## config.mk

```make
export PLATFORM = sky130hd
export DESIGN_NAME = swm_cfg
export DESIGN_NICKNAME = d
export VERILOG_FILES = /design/src/rtl/swm_pkg.sv /design/src/rtl/swm_cfg.sv
export SDC_FILE = /design/constraint.sdc
export NUM_CORES = 1
export LEC_CHECK = 0
export BUFFER_PORTS_ARGS = -buffer_cell sky130_fd_sc_hd__buf_2
export CAP_MARGIN = 20
export CORE_ASPECT_RATIO = 0.9
export CORE_UTILIZATION = 31
export CTS_BUF_LIST = sky130_fd_sc_hd__clkbuf_16
export DETAILED_ROUTE_END_ITERATION = 8
export HOLD_SLACK_MARGIN = 0.03
export PLACE_DENSITY = 0.95
export SYNTH_ARGS = -nofsm -noshare
export SYNTH_HDL_FRONTEND = slang
export SYNTH_SLANG_ARGS = --single-unit
```

## constraint.sdc

```tcl
create_clock -name clk -period 1.3 [get_ports clk]
set_input_delay 0.195 -clock clk [delete_from_list [all_inputs] [get_ports clk]]
set_output_delay 0.195 -clock clk [all_outputs]
set_load 0.05 [all_outputs]
```

## src/rtl/swm_pkg.sv

```systemverilog
package swm_pkg;

	localparam int WINDOW_MAX_DEF  = 64;
	localparam int SAMPLE_BITS_DEF = 32;

	localparam int LEN_CFG_W = 7;
	localparam int OUT_BITS  = 33;
	localparam int PADDR_W   = 3;
	localparam int PDATA_W   = 32;

	localparam logic [LEN_CFG_W-1:0] WINDOW_LENGTH_RST = LEN_CFG_W'(1);

	typedef enum logic {
		REG_WINDOW_LENGTH = 1'b0,
		REG_UNUSED        = 1'b1
	} swm_reg_t;

	typedef struct packed {
		logic step;
		logic clear;
		logic evict;
	} swm_ctl_t;

endpackage

```

## src/rtl/swm_cfg.sv

```systemverilog
module swm_cfg (
	input  logic                          clk,
	input  logic                          arst_n,
	input  logic                          psel,
	input  logic                          penable,
	input  logic                          pwrite,
	input  logic [swm_pkg::PADDR_W-1:0]   paddr,
	input  logic [swm_pkg::PDATA_W-1:0]   pwdata,
	output logic [swm_pkg::PDATA_W-1:0]   prdata,
	output logic                          pready,
	output logic [swm_pkg::LEN_CFG_W-1:0] window_length,
	output logic                          cfg_wr
);

	logic [swm_pkg::LEN_CFG_W-1:0] len_q;
	swm_pkg::swm_reg_t             reg_sel;

	assign reg_sel = swm_pkg::swm_reg_t'(paddr[2]);
	assign pready  = 1'b1;
	assign cfg_wr  = psel && penable && pwrite && (reg_sel == swm_pkg::REG_WINDOW_LENGTH);

	always_ff @(posedge clk or negedge arst_n) begin
		if (!arst_n) begin
			len_q <= swm_pkg::WINDOW_LENGTH_RST;
		end else if (cfg_wr) begin
			len_q <= pwdata[swm_pkg::LEN_CFG_W-1:0];
		end
	end

	always_comb begin
		unique case (reg_sel)
			swm_pkg::REG_WINDOW_LENGTH: prdata = swm_pkg::PDATA_W'(len_q);
			default:                    prdata = '0;
		endcase
	end

	assign window_length = len_q;

endmodule

```

==> flow_metrics.env <==
export IMPL_yosys_area_top_type="buf_4"
export IMPL_cts_tree="yes"
export IMPL_critical_path_top_delay_family="flip-flops"
export IMPL_fin_crit_sh_pct=97.8
export IMPL_yosys_warnings=0
export IMPL_finClkSkew_ns=0
export IMPL_period_needed_ns=1.27
export IMPL_yosysMostFrequentCell="buf_4"
export IMPL_finalNetCount=122
export IMPL_crit_buf_inv=1
export IMPL_drtPass1Iterations=3
export IMPL_path_clk_slew_ns=0.04
export IMPL_avgSynthCellArea_um2=10.7
export IMPL_yosysUniqueCellTypes=8
export IMPL_clockBufferDepth=2
export IMPL_drcViolationCount=0
export IMPL_cts_sinks=7
export IMPL_synth_commonest_cells="buf_4 (26), and2b_2 (7), mux2_2 (7)"
export IMPL_slew_violations=0
export IMPL_vias=365
export IMPL_max_stage_delay_ns=0.53
export IMPL_setup_tns_ns=0
export IMPL_cap_violations=0
export IMPL_arrival_ns=1.08
export IMPL_wl_um=942
export IMPL_min_path_type="in2reg"
export IMPL_syn_area_um2=547
export IMPL_synth_ff_type="dfrtp_1"
export IMPL_gr_total_overflow=0
export IMPL_diodes=0
export IMPL_synth_area_leaders="buf_4 (36%), dfrtp_1 (27%), mux2_2 (14%)"
export IMPL_die_area_mm2=0.00194
export IMPL_grt_pass1_wl_um=1390
export IMPL_vias_per_cell=3.48
export IMPL_leakagePower_nw=0.422
export IMPL_io_pins=81
export IMPL_antenna_left=0
export IMPL_async_reset_ff_share_pct=100
export IMPL_drive_above_1_share_pct=56.8
export IMPL_startpoint="window_length[0]"
export IMPL_rows=14
export IMPL_reg2reg_slack_ns=0.54
export IMPL_synth_edf_count=0
export IMPL_grt_max_degree=9
export IMPL_cts_made_buffers=3
export IMPL_start_util_pct=32.9
export IMPL_syn2layout_area_growth_pct=27.7
export IMPL_fp_dieW_um=46.3
export IMPL_port_buffers=27
export IMPL_antenna_found_initial=0
export IMPL_die_y_um=41.8
export IMPL_largest_reg_flops=7
export IMPL_ys_ff_latch=7
export IMPL_gp_congestion=0.548
export IMPL_hold_slack_ns=0.196
export IMPL_root_buffer="clkbuf_16"
export IMPL_rsz0062_at_grt="false"
export IMPL_fillers=166
export IMPL_synth_top_area_share_pct=35.7
export IMPL_end_kind="primary output"
export IMPL_peakVddDrop_v=0.000524
export IMPL_drt_iter0_drc=1
export IMPL_cp_required_ns=1.11
export IMPL_fin_cells=105
export IMPL_cp_start_kind="register"
export IMPL_power_density_mw_per_mm2=2080
export IMPL_syn_inst=51
export IMPL_core_area_mm2=0.00166
export IMPL_hold_violations=0
export IMPL_worstSetupPathType="reg2out"
export IMPL_grtUsageTotal_pct=10.7
export IMPL_cpMaxStageDelayCell="dfstp_2"
export IMPL_status="complete, no violations"
export IMPL_hold_start="pwdata[1]"
export IMPL_fmax_ghz=0.787
export IMPL_setup_viol=0
export IMPL_htreeDepth=1
export IMPL_dp_hpwl_um=753
export IMPL_wl_per_cell_um=8.97
export IMPL_cp_max_fo=3
export IMPL_post_place_cells=100
export IMPL_crit_chain="and2b_2 > buf_4"
export IMPL_grt_pass1_vias=330
export IMPL_clk_latency_ns=0.23
export IMPL_post_cts_repair_setup_buffers=0
export IMPL_yosysSeqAreaShare_pct=32.3
export IMPL_r2r_start="window_length[4]"
[cells in the final DEF, fill, tap and decap left out, drive strengths merged]
| cell | synthesis | routed |
|---|---|---|
| and2b | 7 | 7 |
| buf | 26 | 27 |
| clkbuf | 0 | 3 |
| conb | 2 | 26 |
| dfrtp | 6 | 6 |
| dfstp | 1 | 1 |
| dlygate4sd3 | 0 | 1 |
| inv | 1 | 2 |
| mux2 | 7 | 7 |
| nand4b | 1 | 1 |
[path summary, 6_finish.rpt]
kind                            cells past startpoint          endpoint
worst max register to register                      1  window_length[4]
max in group asynchronous                           2  window_length[0]
min in group asynchronous                           2  window_length[3]
worst max-delay path                                2         prdata[0]
worst min-delay path                                2  window_length[1]
worst min register to register                      1  window_length[1]
[stage by stage]
step / setup WS, ns / total power [mW] / cell area (µm²) / util, %
floorplan: 0.0826 / 0.886 / 637 / -
global placement: 0.168 / 0.929 / 607 / 36.5
detailed placement: 0.153 / 0.940 / 607 / 36.5
CTS: 0.0280 / 1.47 / 698 / 42.0
global route: 0.00570 / 1.51 / 698 / 42.0
finish: 0.0292 / 1.45 / 698 / 42.0
[final cells by class]
type	count	area (µm²)	area share [%]
clock inverters	1	3.75	0.538
multi-input cells	41	262	37.5
repair buffers	28	148	21.1
clock buffers	3	75.1	10.8
flip-flops and latches	7	176	25.3
well taps	24	30.0	4.30
inverters	1	3.75	0.538
[what timing repair did]
action / 4_1_cts / 5_1_grt
hold buffers: 1 / 0
setup endpoints to repair: 1 / 0
hold endpoints to repair: 7 / 0
gates resized for setup: 1 / 0
[cells by family after synthesis]
| family | share of synthesized area [%] |
|---|---|
| buffers and inverters | 36.4 |
| and+or+nand+nor | 15.6 |
| muxes | 14.4 |
| DFF | 32.3 |
| other | 1.37 |
[metal layers]
metal / vias to the layer above / routed length (µm) / share of wire, % / global-route usage, %
met3: 2 / 78 / 8.3 / 6.09
met2: 28 / 570 / 61 / 20.3
met1: 168 / 278 / 30 / 7.63
met4: 0 / 14 / 1.5 / 5.29
met5: - / 0 / 0 / 0
li1: 167 / - / - / -
[power by group]
part	leakage [nW]	internal [mW]	switching, mW	total, mW
clock	0.0423	0.400	0.112	0.512
sequential	0.0825	0.273	0.0302	0.303
combinational	0.297	0.129	0.510	0.639
(Power assumes the default switching activity.)
