$ cat src/rtl/swm_pkg.sv
package swm_pkg;

	localparam int WINDOW_MAX_DEF  = 64;
	localparam int SAMPLE_BITS_DEF = 32;

	localparam int LEN_CFG_W = 7;
	localparam int OUT_BITS  = 33;
	localparam int PADDR_W   = 3;
	localparam int PDATA_W   = 32;

	localparam logic [LEN_CFG_W-1:0] WINDOW_LENGTH_RST = LEN_CFG_W'(1);

	typedef enum logic {
		REG_WINDOW_LENGTH = 1'b0,
		REG_UNUSED        = 1'b1
	} swm_reg_t;

	typedef struct packed {
		logic step;
		logic clear;
		logic evict;
	} swm_ctl_t;

endpackage

$ cat src/rtl/swm_cell.sv
module swm_cell #(
	parameter int SB    = swm_pkg::SAMPLE_BITS_DEF,
	parameter int AGE_W = 6
) (
	input  logic             clk,
	input  logic             arst_n,
	input  swm_pkg::swm_ctl_t ctl,
	input  logic [AGE_W-1:0] oldest,
	input  logic [SB-1:0]    s,
	input  logic [SB-1:0]    nxt_val,
	input  logic [AGE_W-1:0] nxt_age,
	input  logic             nxt_vld,
	input  logic             nxt_g,
	input  logic [SB-1:0]    prv_val,
	input  logic [AGE_W-1:0] prv_age,
	input  logic             prv_vld,
	input  logic             prv_rg,
	input  logic             rm_in,
	output logic [SB-1:0]    val,
	output logic [AGE_W-1:0] age,
	output logic             vld,
	output logic             g,
	output logic [SB-1:0]    rv_val,
	output logic [AGE_W-1:0] rv_age,
	output logic             rv_vld,
	output logic             rg,
	output logic             rm_out
);

	logic [SB-1:0]    val_q;
	logic [AGE_W-1:0] age_q;
	logic             vld_q;
	logic             del;

	// Greater-than against the incoming sample; an empty cell counts as greater.
	assign g      = !vld_q || ($signed(val_q) > $signed(s));
	assign del    = ctl.evict && vld_q && (age_q == oldest);
	assign rm_out = rm_in || del;

	// View of this position once the evicted entry has closed its gap.
	assign rv_val = rm_out ? nxt_val : val_q;
	assign rv_age = rm_out ? nxt_age : age_q;
	assign rv_vld = rm_out ? nxt_vld : vld_q;
	assign rg     = rm_out ? nxt_g   : g;

	always_ff @(posedge clk or negedge arst_n) begin
		if (!arst_n) begin
			vld_q <= 1'b0;
		end else if (ctl.clear) begin
			vld_q <= 1'b0;
		end else if (ctl.step) begin
			priority if (!rg) begin
				vld_q <= rv_vld;
			end else if (!prv_rg) begin
				vld_q <= 1'b1;
			end else begin
				vld_q <= prv_vld;
			end
		end
	end

	always_ff @(posedge clk) begin
		if (ctl.step) begin
			priority if (!rg) begin
				val_q <= rv_val;
				age_q <= rv_age + AGE_W'(1);
			end else if (!prv_rg) begin
				val_q <= s;
				age_q <= '0;
			end else begin
				val_q <= prv_val;
				age_q <= prv_age + AGE_W'(1);
			end
		end
	end

	assign val = val_q;
	assign age = age_q;
	assign vld = vld_q;

endmodule

$ cat config.mk
export PLATFORM = sky130hd
export DESIGN_NAME = swm_cell
export DESIGN_NICKNAME = d
export VERILOG_FILES = /design/src/rtl/swm_pkg.sv /design/src/rtl/swm_cell.sv
export SDC_FILE = /design/constraint.sdc
export NUM_CORES = 1
export LEC_CHECK = 0
export BUFFER_PORTS_ARGS = -buffer_cell sky130_fd_sc_hd__buf_2
export CORE_UTILIZATION = 40
export DETAILED_ROUTE_END_ITERATION = 8
export GPL_ROUTABILITY_DRIVEN = 0
export PLACE_DENSITY = 0.7
export SLEW_MARGIN = 0
export SYNTH_ARGS = -nofsm -noshare
export SYNTH_HDL_FRONTEND = slang
export SYNTH_SLANG_ARGS = --single-unit
$ cat constraint.sdc
create_clock -name clk -period 3.55 [get_ports clk]
set_input_delay 0.5325 -clock clk [delete_from_list [all_inputs] [get_ports clk]]
set_output_delay 0.5325 -clock clk [all_outputs]
set_load 0.02 [all_outputs]
==> summary.md, run 1 <==
| Metric | Value |
|---|---|
| Status | finished clean |
| Min-delay src | ctl[1] |
| Worst r2r src | val[31] |
| Most frequent cell after synthesis | mux2_2 |
| CP Class | register to output port |
| HP Class | input port to register |
| Netlist cell types | 38 |
| Remaining DRCs | 0 |
| # IOs | around 210 |
| Main area contributors after synthesis | edfxtp_1 (32%), mux2_2 (20%), ha_1 (12%), o21ai_0 (5.1%), nand2_1 (4.8%) |
| Drt wl/cell | 13.7 um |
| PortBufs | approximately 200 |
| Syn Inst Count | 368 |
| Die height | 96.8 um |
| Nature of the critical path startpoint | register |
| Slowest stage delay, CP | roughly 600 ps |
| Critical Path Slowest Stage Cell | or4_1 |
| Total wire length | between 9000 and 10000 um |
| Number of global-route vias before repair | 3378 |
| Async set-reset flop share out of synthesis | 0.0256 |
| CTS max path bufs | 2 |
| Fin. Hold Viols | 0 |
| WHS | approximately 400 ps |
| Synth area leader | edfxtp_1 |
| Metal-1 WL | between 3000 and 4000 um |
| Syn_nets | between 500 and 600 |
| Final Critical Period | 3320 ps |
| Max Cap Viol | 0 |
| WL met2 | approximately 4700 um |
| F_max | 0.302 GHz |
| Ant. Diodes | 0 |
| Post-synthesis register bit count | 39 |
| Core area | a little under 9000 um^2 |
| Worst reg2reg setup slack | around 410 ps |
| Worst slew pin tran | 929 ps |
| Worst Hold Depth | 2 |
| Antenna-violating nets left | 0 |
| GR Overflow Total | 0 |
| Die Wd | 96.8 um |
| CTS root buf | clkbuf_8 |
| Largest net degree at the start of global routing | 52 |
| Max VDD drop | about 150 uV |
| Hold worst-path end | vld |
| Total track usage | 0.200 |
| Core Util, Final | 0.554 |
| CTS H-tree depth | 2 |
| Critical Path AT | about 2800 ps |
| Fillers | around 800 |
| Pwr/cell area | 314 nW/um^2 |
| CP Max Fanout | 5 |
| R2r endpoint | val[16] |
| Setup TNS | 0 ps |
| Global-route wire length before repair | approximately 15000 um |
| Syn Area/Cell | ~9.8 um^2 |
| Synthesis Warnings | 0 |
| Post-synthesis sequential area ratio | 0.324 |
| Max layer used | met4 |
| CP bufs+invs | 1 |
| Clk Latency, worst-skew pair | just under 300 ps |
| Post-synth top cells | mux2_2 (63), nand2_1 (46), inv_1 (41) |
| Leakage | about 0.0024 uW |
| TritonCTS Buffers | 5 |
| Wire length on met3 | between 400 and 500 um |
| CTS Sinks | 39 |
| Final setup fails | 0 |
| Antenna violations before repair | 0 |
| Number of synthesized flops with an enable pin | 38 |
| RSZ-0062 raised after global routing | no |
| CTS tree | built |
| Reg2Reg Depth | 8 |
| Required @ worst endpoint | a little over 3000 ps |
| DRT Pass-1 Iters | 4 |
| Rows | 34 |
| Vias per cell | between 5 and 6 |
| CP delay by family, top | simple AND/OR/NAND/NOR gates |
| Final net count | about 730 |
| Relative slew slack | 0.381 |
| Pre-CTS setup slack | around 220 ps |
| Top cell type's share of synthesized area | 0.317 |
| Syn Std Cell Area | ~3600 um^2 |
| Period utilization | 0.934 |
| Critical-path cell list | ha_1 > nand4_1 > or4_1 > nor3_2 > a211oi_1 > xnor2_1 > o21ai_0 > buf_2 |
| Post-route clock skew | ~9.0 ps |
| Vias post-DR | roughly 3400 |
| Pins Over Slew Limit | 0 |
| DPL Wire Length | roughly 7700 um |
| Initial DRC Count | 81 |
| Clock slew at reported path FFs | roughly 70 ps |
| Die Footprint | roughly 9400 um^2 |
| Main flop type after synthesis | edfxtp_1 |
| Area Growth Syn to Fin | 34.2% |
| Post-CTS sizing | 0 |
| Setup ws final | around 230 ps |
| Share of cells above drive strength 1 | 0.497 |
| Crit end category | output port |
| Initial core utilization | 0.413 |
placed cells by master, fill, tap and decap left out, types with 3 or more instances in the layout:
cell type / count
o21ai_0: 37
ha_1: 34
clkbuf_8: 5
buf_2: 204
xnor2_1: 11
a21oi_1: 18
nand4_1: 8
edfxtp_1: 38
nand3_1: 9
mux2_1: 6
nand2_1: 46
buf_4: 3
mux2_2: 63
mux2i_1: 9
xor2_1: 4
inv_1: 41
report_power, final:
group          switching [uW]  internal, uW  total [uW]  leakage [uW]
registers                37.7           565         603      0.000390
clock network             153           138         291     0.0000422
logic                     346           279         626       0.00197
total                     537           982        1520       0.00240
registers in the layout (all words and copies together), names as in the netlist:
name and flops:
val 32, vld 1, age 6
cell type report:
| type | instances | area, um^2 | share of cell area |
|---|---|---|---|
| inverter | 41 | 154 | 0.0319 |
| tap | 108 | 135 | 0.0280 |
| clock buffer | 7 | 76.3 | 0.0158 |
| sequential | 39 | 1170 | 0.241 |
| multi-input combinational | 271 | 2200 | 0.456 |
| timing repair buffer | 210 | 1090 | 0.226 |
| clock inverter | 1 | 5.00 | 0.00104 |
worst max-delay path by stage:
stage / start / to / depth (start not counted)
final: val[31] / g / 8
after global routing: val[31] / g / 8
after CTS: val[31] / rg / 7
after detailed placement: s[31] / val[22] / 10
after global placement: s[31] / val[16] / 10
after floorplan: s[31] / g / 8
what timing repair did:
item | 4_1_cts | 5_1_grt
hold buffers | 1 | 0
buffers inserted | 0 | 0
hold endpoints to repair | 1 | 0
through the flow:
stage                     cell area [um^2]  instances  power, uW
final                                 4830        677       1520
after CTS                             4830        677       1540
after floorplan                       3600        368       1010
after global routing                  4830        677       1620
after detailed placement              4740        668       1240
after global placement                4740        668       1230
layer usage:
| layer | vias up | GRT usage |
|---|---|---|
| met3 | 9 | 0.0347 |
| met5 | - | 0 |
| li1 | 1728 | - |
| met4 | 0 | 0.0482 |
| met2 | 123 | 0.360 |
| met1 | 1548 | 0.246 |
cell families (layout without fill, tap and decap cells):
family,Yosys count,after routing,synth area share
compound gates,63,63,0.0981
fa+ha+maj,34,34,0.118
flops,39,39,0.324
simple gates,81,81,0.113
xor+xnor,15,15,0.0365
buf+inv,58,259,0.0695
mux,78,78,0.241
Note: power is estimated with default switching activity, not from simulation.
==> run 2, diff against run 1 <==
--- a/config.mk
+++ b/config.mk
@@ -11,5 +11,4 @@
 export GPL_ROUTABILITY_DRIVEN = 0
 export PLACE_DENSITY = 0.7
-export SLEW_MARGIN = 0
 export SYNTH_ARGS = -nofsm -noshare
 export SYNTH_HDL_FRONTEND = slang
==> constraint.sdc (replaced) <==
create_clock -name clk -period 3.55 [get_ports clk]
set_input_delay 0.71 -clock clk [delete_from_list [all_inputs] [get_ports clk]]
set_output_delay 0.71 -clock clk [all_outputs]
set_load 0.05 [all_outputs]
==> run 2 against run 1 <==
Setup slack worse by 120 ps. Flip-flop and latch count stayed put. Sequential power hardly changed. Largest cell class unchanged. Non-clock buffer count is 3 higher. Clock power is 33% higher. Combinational power is 35% higher. Critical path type is now input port to output port. Routed wire length is 4.9% higher. Clock-buffer cell count is 1 lower. Global-route usage is 0.82 points higher.
==> summary.md, run 2 (same netlist as run 1, synthesis figures left out) <==
| Metric | Value |
|---|---|
| Relative slew slack | 0.381 |
| Max VDD drop | roughly 190 uV |
| Area occupied by multi-input gates | approximately 2200 um^2 |
| Wire length on met3 | 551 um |
| Final net count | between 700 and 800 |
| CTS H-tree depth | 2 |
| Max Cap Viol | 0 |
| Remaining DRCs | 0 |
| Critical Path Slowest Stage Cell | or4_4 |
| CTS tree | built |
| Core area | approximately 8700 um^2 |
| Rows | 34 |
| GR Overflow Total | 0 |
| Vias per cell | around 5.0 |
| # IOs | roughly 210 |
| Final Critical Period | around 3400 ps |
| R2r endpoint | val[11] |
| Fillers | 783 |
| Ant. Diodes | 0 |
| Initial core utilization | 0.413 |
| CTS root buf | clkbuf_8 |
| Setup TNS | 0 ps |
| Status | finished clean |
| Slowest stage delay, CP | roughly 590 ps |
| Max FFs per register | 32 |
| DPL Wire Length | between 7000 and 8000 um |
| Nature of the critical path startpoint | input port |
| CP bufs+invs | 3 |
| Area Growth Syn to Fin | 36.6% |
| RSZ-0062 raised after global routing | no |
| Most frequent cells in the layout | buf_2 (202), mux2_2 (63), nand2_1 (46) |
| F_max | about 0.29 GHz |
| Overall power | between 1500 and 2000 uW |
| Metal-1 WL | a little over 4000 um |
| Fin. Hold Viols | 0 |
| Max layer used | met4 |
| Setup repair bufs after CTS | 0 |
| Leakage | around 0.0024 uW |
| Worst reg2reg setup slack | roughly 450 ps |
| Global-route wire length before repair | roughly 16000 um |
| Share of cells above drive strength 1 | 0.512 |
| Antenna violations before repair | 0 |
| Reg2Reg Depth | 8 |
| Drt wl/cell | between 10 and 15 um |
| Total wire length | approximately 10000 um |
| HP Class | input port to async pin |
| Critical Path AT | ~2700 ps |
| FF/Latch Area | around 1200 um^2 |
| Vias post-DR | 3431 |
| Worst slew pin tran | 928 ps |
| WL met2 | 5040 um |
| DRT Pass-1 Iters | 4 |
| Number of global-route vias before repair | between 3000 and 4000 |
| Worst r2r src | val[26] |
| CTS Sinks | 39 |
| Final setup fails | 0 |
| Crit end category | output port |
| TritonCTS Buffers | 5 |
| Most common cell after layout, fill and taps aside | buf_2 |
| Total track usage | 0.208 |
| CP delay by family, top | simple AND/OR/NAND/NOR gates |
| CP Class | input port to output port |
| Pwr/cell area | 372 nW/um^2 |
| Period utilization | 0.968 |
| Critical-path cell list | buf_2 > inv_1 > ha_1 > nand4_1 > or4_4 > nor3_4 > a211oi_2 > xnor2_1 > o21ai_2 > clkbuf_4 |
| Clock slew at reported path FFs | 70 ps |
| Pins Over Slew Limit | 0 |
| Die height | roughly 97 um |
| PortBufs | about 200 |
| Required @ worst endpoint | approximately 2800 ps |
| CP Max Fanout | 4 |
| Antenna-violating nets left | 0 |
| Die Wd | ~97 um |
| CTS max path bufs | 2 |
| Die Footprint | around 9400 um^2 |
| Post-route clock skew | roughly 5.7 ps |
| Clk Latency, worst-skew pair | 290 ps |
| Largest net degree at the start of global routing | 41 |
| Initial DRC Count | 87 |
[run 2: cell count changes in the layout (fill, tap and decap cells not counted), sizes merged]
cell / delta
dlygate4sd3: -1
buf: +3
bufinv: +1
[run 2: per-layer routing]
metal  track usage  up-vias
met5             0        -
li1              -     1732
met3        0.0303        7
met1         0.243     1563
met4        0.0471        0
met2         0.396      129
[run 2: timing repair]
action                     in CTS  in global routing
hold buffers                    0                  0
gates resized for setup         0                  9
hold endpoints to repair        0                  0
setup endpoints to repair       0                  2
[run 2: worst max-delay path by stage]
| stage | startpoint | end | slack (ps) | depth (start not counted) |
|---|---|---|---|---|
| 4_1_cts | s[27] | rg | 30 | 9 |
| 5_1_grt | s[27] | g | 4 | 10 |
| 2_1_floorplan | s[31] | g | 180 | 8 |
| 3_3_place_gp | s[7] | g | 60 | 12 |
| 3_5_place_dp | s[27] | val[0] | 50 | 10 |
| 6_report | s[27] | g | 120 | 10 |
[run 2: area by class of cell]
type                    count  share of cell area
clock inverters             2             0.00712
well taps                 108              0.0275
multi-input cells         271               0.455
inverters                  41              0.0313
flip-flops and latches     39               0.237
clock buffers               6              0.0168
repair buffers            213               0.225
[run 2: where the power goes]
part           switching, uW  total [uW]  leakage, uW  internal [uW]
Clock                    159         387    0.0000612            228
Combinational            556         842      0.00200            286
Sequential              38.4         603     0.000390            565
Total                    753        1830      0.00245           1080
[run 2: stage by stage]
step | util | worst slack, ps | hold slack [ps] | cells | area [um^2]
2_1_floorplan | - | 181 | 414 | 368 | 3600
5_1_grt | 0.564 | 4.01 | 170 | 680 | 4920
6_report | 0.564 | 115 | 185 | 680 | 4920
3_5_place_dp | 0.546 | 45.2 | 492 | 672 | 4760
4_1_cts | 0.559 | 27.6 | 178 | 680 | 4880
3_3_place_gp | 0.546 | 62.2 | 491 | 672 | 4760
